## config.mk

```make
export PLATFORM = sky130hd
export DESIGN_NAME = mtw_ctrl
export DESIGN_NICKNAME = d
export VERILOG_FILES = /design/src/design/mtw_pkg.sv /design/src/design/mtw_ctrl.sv
export SDC_FILE = /design/constraint.sdc
export NUM_CORES = 1
export LEC_CHECK = 0
export BUFFER_PORTS_ARGS = -buffer_cell sky130_fd_sc_hd__buf_2
export CORE_AREA = 2 2 39 41
export DETAILED_ROUTE_END_ITERATION = 7
export DIE_AREA = 0 0 41 43
export PLACE_DENSITY_LB_ADDON = 0.1
export SETUP_SLACK_MARGIN = 0.5
export SLEW_MARGIN = 20
export SYNTH_ARGS = -nofsm -noshare
export SYNTH_HDL_FRONTEND = slang
export SYNTH_SLANG_ARGS = --single-unit
```

## constraint.sdc

```tcl
create_clock -name clock -period 1.7 [get_ports clock]
set_clock_uncertainty 0.1 [all_clocks]
set_input_delay 0.085 -clock clock [delete_from_list [all_inputs] [get_ports clock]]
set_output_delay 0.085 -clock clock [all_outputs]
set_load 0.005 [all_outputs]
```

## src/design/mtw_pkg.sv

```systemverilog
// Shared types, codes and helper functions of the masked tint wipe block.
// No dependencies; imported by the controller, the datapath and the top level.
package mtw_pkg;

   // Word kinds carried on the request tuser.
   localparam logic OP_MASK_WRITE = 1'b0;
   localparam logic OP_PIXEL      = 1'b1;

   // Configuration port geometry and register indexes.
   localparam int CSR_IDX_W  = 3;
   localparam int CSR_DATA_W = 32;
   localparam logic [CSR_IDX_W-1:0] CSR_PROGRESS     = 3'd0;
   localparam logic [CSR_IDX_W-1:0] CSR_TINT_RGBA    = 3'd1;
   localparam logic [CSR_IDX_W-1:0] CSR_IMAGE_WIDTH  = 3'd2;
   localparam logic [CSR_IDX_W-1:0] CSR_IMAGE_HEIGHT = 3'd3;
   localparam logic [CSR_IDX_W-1:0] CSR_MASK_WIDTH   = 3'd4;
   localparam logic [CSR_IDX_W-1:0] CSR_MASK_HEIGHT  = 3'd5;
   localparam logic [CSR_IDX_W-1:0] CSR_MASK_VALID   = 3'd6;

   // Field widths.
   localparam int MIDX_W     = 12;
   localparam int MVAL_W     = 8;
   localparam int PIX_W      = 32;
   localparam int CNT_W      = 12;
   localparam int IMG_SIDE_W = 13;
   localparam int MSK_SIDE_W = 7;
   localparam int REQ_DATA_W = 56;

   // Position scaling: count times mask side, divided one bit per cycle.
   localparam int NUM_W     = CNT_W + MSK_SIDE_W;
   localparam int DIV_CNT_W = 5;
   localparam int MADDR_W   = 2 * MSK_SIDE_W;

   // Commands from the controller to the datapath.
   typedef struct packed {
      logic load_pix;
      logic mask_wr;
      logic div_step;
      logic calc_addr;
      logic mem_rd;
      logic tint;
      logic mix;
      logic out_load;
   } dp_cmd_type;

   // Status from the datapath to the controller.
   typedef struct packed {
      logic out_free;
   } dp_status_type;

   // Floor of x / 255, exact while the quotient stays at or below 255.
   function automatic logic [7:0] div255(input logic [16:0] x);
      logic [17:0] s;
      s = {1'b0, x} + 18'd1 + {9'b0, x[16:8]};
      return s[15:8];
   endfunction

endpackage

```

## src/design/mtw_ctrl.sv

```systemverilog
// Sequencing state machine of the masked tint wipe block.
// Depends on mtw_pkg; drives the datapath through dp_cmd_type commands.
module mtw_ctrl
   import mtw_pkg::*;
(
   input  logic          clock,
   input  logic          reset,
   input  logic          req_tvalid,
   input  logic          req_opcode,
   output logic          req_tready,
   input  dp_status_type status,
   output dp_cmd_type    cmd
);

   localparam logic [2:0] S_IDLE = 3'd0;
   localparam logic [2:0] S_DIV  = 3'd1;
   localparam logic [2:0] S_ADDR = 3'd2;
   localparam logic [2:0] S_READ = 3'd3;
   localparam logic [2:0] S_TINT = 3'd4;
   localparam logic [2:0] S_MIX  = 3'd5;
   localparam logic [2:0] S_DONE = 3'd6;

   logic [2:0]           state_ff, state_in;
   logic [DIV_CNT_W-1:0] step_ff, step_in;

   // Next state and commands.
   always_comb begin
      state_in   = state_ff;
      step_in    = step_ff;
      cmd        = '0;
      req_tready = 1'b0;
      case (state_ff)
         S_IDLE: begin
            req_tready = 1'b1;
            if (req_tvalid) begin
               if (req_opcode == OP_PIXEL) begin
                  cmd.load_pix = 1'b1;
                  step_in      = '0;
                  state_in     = S_DIV;
               end else begin
                  cmd.mask_wr = 1'b1;
               end
            end
         end
         S_DIV: begin
            cmd.div_step = 1'b1;
            if (step_ff == DIV_CNT_W'(NUM_W - 1)) begin
               state_in = S_ADDR;
            end else begin
               step_in = step_ff + 1'b1;
            end
         end
         S_ADDR: begin
            cmd.calc_addr = 1'b1;
            state_in      = S_READ;
         end
         S_READ: begin
            cmd.mem_rd = 1'b1;
            state_in   = S_TINT;
         end
         S_TINT: begin
            cmd.tint = 1'b1;
            state_in = S_MIX;
         end
         S_MIX: begin
            cmd.mix  = 1'b1;
            state_in = S_DONE;
         end
         S_DONE: begin
            // Hold the finished word until the output register can take it.
            if (status.out_free) begin
               cmd.out_load = 1'b1;
               state_in     = S_IDLE;
            end
         end
         default: begin
            state_in = S_IDLE;
         end
      endcase
   end

   always_ff @(posedge clock) begin
      if (reset) begin
         state_ff <= S_IDLE;
         step_ff  <= '0;
      end else begin
         state_ff <= state_in;
         step_ff  <= step_in;
      end
   end

endmodule

```

==> impl_results.md, run 1 <==
* Syn avg cell area at 8.11 um^2
* # setup viols final at 0
* Ant diodes at 0
* Slew margin rel. at 0.754
* Syn-to-layout area delta at 72.5%
* HP Class: input port to flop
* Final slew viol count at 0
* CP endpoint kind: primary output
* Gp weighted congestion at 0.692
* Synth Area in Adders at 0.0482
* Avg WL per Cell at 14.0 um
* Compound-Gate Fraction of Synth Area at 0.207
* Non-Filler Instances at 109
* Die Ht at 43 um
* Main synth FF type: dfxtp_1
* Top cells by count, synth: dfxtp_1, a21oi_1, nor2b_1
* Largest family of logic cells by synthesized area: simple AND/OR/NAND/NOR gates
* Detailed placement HPWL at 859 um
* Final net count at 102
* Gate Count Post-Synth at 64
* Status: completed
* GRT Total Usage at 0.184
* Mapped cell area at 519 um^2
* Clock Path Buffers at 2
* DRT iter0 DRCs at 5
* # Max-Cap Violations at 0
* H-tree levels at 1
* Post-Place Worst Slack at 0.115 ns
* Multiplexer share of the synthesized area at 0
* Initial antenna violation count at 0
* Synth async-reset ratio at 0
* Top area cells in the synthesized netlist: dfxtp_1, nor2b_1, a21oi_1
* GRT overflow at 0
* Crit path required time at 1.51 ns
* Initial DRT Pass Iterations at 3
* Synth warn at 0
* EDFF count, synth at 0
* Sink Count at 8
* Register-to-Register Setup Slack at 0.17 ns
* Net Count, Synth at 71
* Synth cell types at 30
* Post-route setup slack at 0.145 ns
* DIE AREA at 1760 um^2
* Fin crit period at 1.55 ns
* Root buf cell: clkbuf_4
* Port-buffer cells at 13
* Cell row count at 14
* Layout cells sized above 1 at 0.613
* Via count at 594
* Count leader, synth: dfxtp_1
* Fmax achieved at 643 MHz
* Io pins at 14
* CP Data Arrival Time at 1.37 ns
* Number of routed nets with antenna violations at 0
* Critical Path Start Type: flop
* Total wire length at 1530 um
* Core area at 1380 um^2
* Worst skew pair latency at 0.26 ns
* DIE WIDTH at 41 um
* DRC Markers at 0
* Yosys reg bits at 8
* Leak pwr at 0.000379 uW
* Max Fanout on Critical Path at 4
* Crit path kind: flop to primary output
* Area leader, netlist: dfxtp_1
* Worst slew pin tran at 0.369 ns
* P per Cell Area at 644 nW/um^2
* RSZ-0062 raised after global routing: yes
* Setup TNS at 0 ns
* XOR/XNOR Fraction of Synth Area at 0.0169
* Via-to-Cell Ratio at 5.45
* Hold Fails Final Rpt at 0
* Global-route wire length before repair at 2190 um
* CTS tree: done
* Number of global-route vias before repair at 516
* Placed Cells at 92
* Clock transition at path regs at 0.06 ns
* Post-synthesis sequential area ratio at 0.308
* Final period util at 0.915
* TritonCTS Buffers at 3
* Largest net degree at the start of global routing at 14
* Post-synth top area share at 0.308
* Post-CTS Hold Fix Bufs at 0
* Maximum VDD drop at 0.411 mV
* Fraction of the mapped netlist area in simple logic gates at 0.366
* Initial Util at 0.375
[cells in the final DEF, fill, tap and decap left out, types with 3 or more instances in the layout]
cell	instances
a21oi_1	5
buf_2	11
buf_4	11
buf_6	8
clkbuf_4	3
dfxtp_1	3
dfxtp_4	3
nand2b_1	3
nor2_1	3
nor2b_1	3
[what timing repair did]
| item | CTS | global route |
|---|---|---|
| setup buffers | 11 | 3 |
| resized for setup | 22 | 14 |
| gates cloned | 0 | 0 |
| pin swaps | 7 | 8 |
| setup endpoints to repair | 16 | 16 |
[critical path, cell delays in order, from the launching register on]
cell and delay, ns:
dfxtp_2 0.33, or3_4 0.39, buf_6 0.13, nor3b_2 0.13, buf_2 0.13
[metrics by stage]
step | util | instance area, um^2 | hold WS, ns | total power (uW)
3_5_place_dp | 0.459 | 636 | 0.308 | 330
4_1_cts | 0.587 | 812 | 0.0416 | 546
2_1_floorplan | - | 553 | 0.0945 | 293
6_report | 0.647 | 896 | 0.0621 | 577
5_1_grt | 0.647 | 896 | 0.0990 | 602
3_3_place_gp | 0.459 | 636 | 0.303 | 330
[metal layers]
layer  global-route usage  part of all wire  vias up
li1                     -                 -      295
met1                0.218              0.41      280
met2                0.297              0.53       14
met3               0.0314             0.043        5
met4                0.100             0.022        0
met5                    0                 0        -
[cell families after synthesis]
family,count (synthesis)
compound gates,16
xor+xnor,1
fa+ha+maj,2
buf+inv,7
flops,8
simple gates,30
[path summary, 6_finish.rpt]
| path | startpoint | to | cells after the start |
|---|---|---|---|
| max reg2reg | state_ff[2] | step_ff[0] | 3 |
| min | reset | state_ff[2] | 2 |
| min reg2reg | step_ff[1] | step_ff[1] | 2 |
| max | state_ff[1] | cmd[6] | 4 |
[state kept, by name, indices dropped and copies added, names as in the netlist]
| name | cells |
|---|---|
| step_ff | 5 |
| state_ff | 3 |
[layout make-up]
cell class                 count  area (um^2)
tap                           16         20.0
fill                         118          488
clock buffer                   3         22.5
sequential                     8          174
timing repair buffer          30          228
multi-input combinational     49          440
inverter                       3         11.3
[where the power goes]
part / switching [uW] / total (uW) / internal (uW) / leakage [uW]
registers: 9.60 / 207 / 198 / 0.0000680
logic: 99.1 / 218 / 119 / 0.000297
clock network: 70.6 / 152 / 81.2 / 0.0000138
(Power assumes the default switching activity.)
==> inputs of run 2 (changes only) <==
Settings changed: RECOVER_POWER set to 50.
==> run 2 against run 1 <==
- global-route usage unchanged
- count of clock-buffer cells in the layout unchanged
- die area unchanged
- sequential share of layout area up 0.071 points
- final cell count unchanged
- worst setup slack worse by 0.062 ns
- via count up 0.51%
- critical endpoint is now cmd[0]
- highest routed layer unchanged
==> impl_results.md, run 2 (same netlist as run 1, synthesis figures left out) <==
* Post-route setup slack at 0.0827 ns
* Total wire length at 1520 um
* Clock transition at path regs at 0.06 ns
* Critical Path Start Type: flop
* Worst path slowest cell: dfxtp_1
* Placed Cells at 92
* Clock Path Buffers at 2
* Crit path kind: flop to primary output
* Layout cells sized above 1 at 0.570
* Core area at 1380 um^2
* Post-Place Worst Slack at 0.115 ns
* Non-Filler Instances at 109
* Status: completed
* TritonCTS Buffers at 3
* Crit path required time at 1.51 ns
* Ant diodes at 0
* Max Fanout on Critical Path at 4
* Final net count at 102
* Port-buffer cells at 13
* Number of global-route vias before repair at 516
* GRT Total Usage at 0.184
* Via-to-Cell Ratio at 5.48
* Syn-to-layout area delta at 68.2%
* Largest regs: step_ff: 5 flops, state_ff: 3 flops
* DRT iter0 DRCs at 7
* Most common cell after layout, fill and taps aside: buf_4
* Cell row count at 14
* Final slew viol count at 0
* Global-route wire length before repair at 2190 um
* # setup viols final at 0
* H-tree levels at 1
* Number of routed nets with antenna violations at 0
* GRT overflow at 0
* Slowest cell delay on critical path at 0.36 ns
* P per Cell Area at 650 nW/um^2
* CP Data Arrival Time at 1.43 ns
* RSZ-0062 raised after global routing: yes
* Crit path max-delay family: buffers and inverters
* Final period util at 0.951
* CP endpoint kind: primary output
* CTS tree: done
* Setup TNS at 0 ns
* Initial Util at 0.375
* Worst hold slack at 0.0585 ns
* Detailed placement HPWL at 859 um
* Worst Path Buf+Inv at 3
* Die Ht at 43 um
* HP Class: input port to flop
* Worst skew pair latency at 0.26 ns
* # Max-Cap Violations at 0
* Leak pwr at 0.000371 uW
* Hold Fails Final Rpt at 0
* Initial DRT Pass Iterations at 4
* Root buf cell: clkbuf_4
* Gp weighted congestion at 0.692
* Sink Count at 8
* Max FFs per register at 5
* Initial antenna violation count at 0
* Largest net degree at the start of global routing at 14
* Largest Register: step_ff
* Maximum VDD drop at 0.410 mV
* Fmax achieved at 618 MHz
* Commonest cells after routing, fill and taps aside: buf_4, buf_2, buf_6
* Slew margin rel. at 0.794
* DRC Markers at 0
* Worst slew pin tran at 0.309 ns
* Avg WL per Cell at 13.9 um
* Crit path cell chain: clkdlybuf4s25_1 -> buf_6 -> and2b_1 -> and3_1 -> buf_2
* DIE AREA at 1760 um^2
* DIE WIDTH at 41 um
* Via count at 597
* Fin crit period at 1.62 ns
* Io pins at 14
## run 2: worst reg2reg max path, stage by stage, from the launching register on
cell             delay (ns)
dfxtp_1                0.33
clkdlybuf4s25_1        0.26
buf_6                  0.13
buf_6                  0.12
or4_4                  0.50
o31ai_2                0.07
## run 2: area by class of cell
cell class              count  area [um^2]
clock buffers               3         22.5
fillers                   123          510
flip-flops and latches      8          170
inverters                   3         11.3
well taps                  16         20.0
multi-input cells          49          423
repair buffers             30          226
## run 2: timing repair
item	4_1_cts	5_1_grt
pin swaps	7	8
setup endpoints to repair	16	16
setup buffers	11	3
resized for setup	22	14
hold buffers	0	0
## run 2: through the flow
step / total power [uW] / cell area (um^2) / util
2_1_floorplan: 293 / 553 / -
3_3_place_gp: 330 / 636 / 0.459
3_5_place_dp: 330 / 636 / 0.459
4_1_cts: 546 / 812 / 0.587
5_1_grt: 591 / 873 / 0.631
6_report: 567 / 873 / 0.631
## run 2: metal layers
| layer | track usage | wire [um] |
|---|---|---|
| met4 | 0.100 | 31 |
| met3 | 0.0314 | 67 |
| met5 | 0 | 0 |
| met2 | 0.297 | 810 |
| met1 | 0.218 | 606 |
## run 2: where the power goes
group	leakage (uW)	internal [uW]	switching (uW)
logic	0.000290	112	93.9
clock network	0.0000138	81.3	72.0
registers	0.0000672	199	9.25
total	0.000371	392	175
## run 2: final timing paths
kind | to | from | cells past startpoint | slack [ns]
setup / recovery | cmd[0] | state_ff[2] | 5 | 0.08
hold / removal | state_ff[2] | reset | 2 | 0.06
setup reg to reg | state_ff[0] | state_ff[2] | 5 | 0.10
hold reg to reg | step_ff[1] | step_ff[1] | 2 | 0.43
==> inputs of run 3 (changes only) <==
Settings changed: CELL_PAD_IN_SITES_DETAIL_PLACEMENT set to 1, CELL_PAD_IN_SITES_GLOBAL_PLACEMENT set to 2, CORE_AREA 2 2 39 41 to unset, CORE_MARGIN set to 1, CORE_UTILIZATION set to 27, DIE_AREA 0 0 41 43 to unset.
==> run 3 against run 2 <==
- register-to-register slack about the same
- combinational power increased by 55%
- critical path type unchanged
- design area increased by 16%
- highest routed layer unchanged
- critical endpoint is now cmd[5]
- die area increased by 19%
- non-clock buffer count increased by 10
- sequential power about the same
- flip-flop and latch count unchanged
- clock power decreased by 5%
==> impl_results.md, run 3 (same netlist as run 1, synthesis figures left out) <==
* CTS tree: done
* Most common cell after layout, fill and taps aside: buf_4
* Via count at 658
* Port-buffer cells at 13
* RSZ-0062 raised after global routing: yes
* H-tree levels at 1
* Clock transition at path regs at 0.05 ns
* Via-to-Cell Ratio at 5.14
* Fin crit period at 1.59 ns
* Worst path slowest cell: or3b_1
* P per Cell Area at 661 nW/um^2
* Syn-to-layout area delta at 95.9%
* Global-route wire length before repair at 2730 um
* Die Ht at 45.9 um
* Maximum VDD drop at 0.415 mV
* Ant diodes at 0
* Io pins at 14
* Initial Util at 0.294
* Crit path required time at 1.51 ns
* Slowest cell delay on critical path at 0.44 ns
* Worst skew pair latency at 0.25 ns
* Sink Count at 8
* DIE AREA at 2100 um^2
* Root buf cell: clkbuf_4
* Crit path cell chain: or3b_1 -> clkbuf_2 -> inv_2 -> buf_6
* Gp weighted congestion at 0.713
* Max FFs per register at 5
* Fmax achieved at 627 MHz
* Util after Layout at 0.577
* HP Class: input port to flop
* Leak pwr at 0.000429 uW
* Setup TNS at 0 ns
* GRT Total Usage at 0.199
* Largest regs: step_ff: 5 flops, state_ff: 3 flops
* Critical Path Start Type: flop
* Reg2reg path depth at 3
* Status: completed
* Worst Hold Path Cells at 2
* Worst slew pin tran at 0.414 ns
* CP endpoint kind: primary output
* Core area at 1760 um^2
* GRT overflow at 0
* Avg WL per Cell at 16.5 um
* Hold Fails Final Rpt at 0
* DRC Markers at 0
* Detailed placement HPWL at 1010 um
* Initial DRT Pass Iterations at 4
* Final slew viol count at 0
* Cell row count at 15
* Clock Path Buffers at 2
* Slew margin rel. at 0.724
* Layout cells sized above 1 at 0.660
* Number of routed nets with antenna violations at 0
* Largest Register: step_ff
* DRT iter0 DRCs at 11
* Max Fanout on Critical Path at 4
* Final period util at 0.938
* Crit path kind: flop to primary output
* TritonCTS Buffers at 3
* Number of global-route vias before repair at 569
* Final net count at 112
* Commonest cells after routing, fill and taps aside: buf_4, buf_6, buf_2
* # setup viols final at 0
* # Max-Cap Violations at 0
* Total wire length at 2110 um
* CP Data Arrival Time at 1.41 ns
* Initial antenna violation count at 0
* DIE WIDTH at 45.9 um
* Largest net degree at the start of global routing at 14
-- run 3: cell type report --
class                      count  area [um^2]
sequential                     8          168
fill                         216          747
multi-input combinational     49          464
tap                           25         31.3
clock buffer                   3         22.5
inverter                       3         13.8
timing repair buffer          40          318
-- run 3: stage by stage --
step,cell area [um^2],instances,hold WS (ns),setup WS [ns],power [uW]
after floorplan,553,64,0.0945,0.159,293
after global placement,662,103,0.308,0.114,342
after detailed placement,662,103,0.314,0.0783,343
after CTS,916,120,0.0639,0.125,628
after global routing,1020,128,0.110,0.0578,708
final,1020,128,0.0987,0.106,673
-- run 3: path summary, 6_finish.rpt --
| check | start | to | slack [ns] |
|---|---|---|---|
| setup / recovery | state_ff[0] | cmd[5] | 0.11 |
| hold / removal | reset | state_ff[2] | 0.1 |
| setup reg to reg | state_ff[0] | step_ff[0] | 0.11 |
| hold reg to reg | step_ff[4] | step_ff[4] | 0.44 |
-- run 3: critical path: cells and delay by family (launching register included) --
family	cells	cell delay [ns]
DFF	1	0.38
buffers and inverters	3	0.33
and+or+nand+nor	1	0.44
-- run 3: timing repair --
action / 4_1_cts / 5_1_grt
cloned: 0 / 0
endpoints found under the setup margin: 16 / 17
gates resized for setup: 34 / 14
pin swaps: 9 / 8
hold buffers: 0 / 0
setup buffers: 14 / 8
-- run 3: metal layers --
metal / GRT usage / vias up / wire (um)
met2: 0.293 / 12 / 1080
met5: 0 / - / 0
li1: - / 314 / -
met3: 0.0476 / 2 / 57
met1: 0.249 / 330 / 948
met4: 0.141 / 0 / 22
-- run 3: power by group --
group | internal (uW) | leakage, uW | switching (uW) | total [uW]
Clock | 80.9 | 0.0000138 | 65.2 | 146
Combinational | 184 | 0.000348 | 135 | 319
Sequential | 197 | 0.0000672 | 10.3 | 208
Total | 462 | 0.000429 | 210 | 673
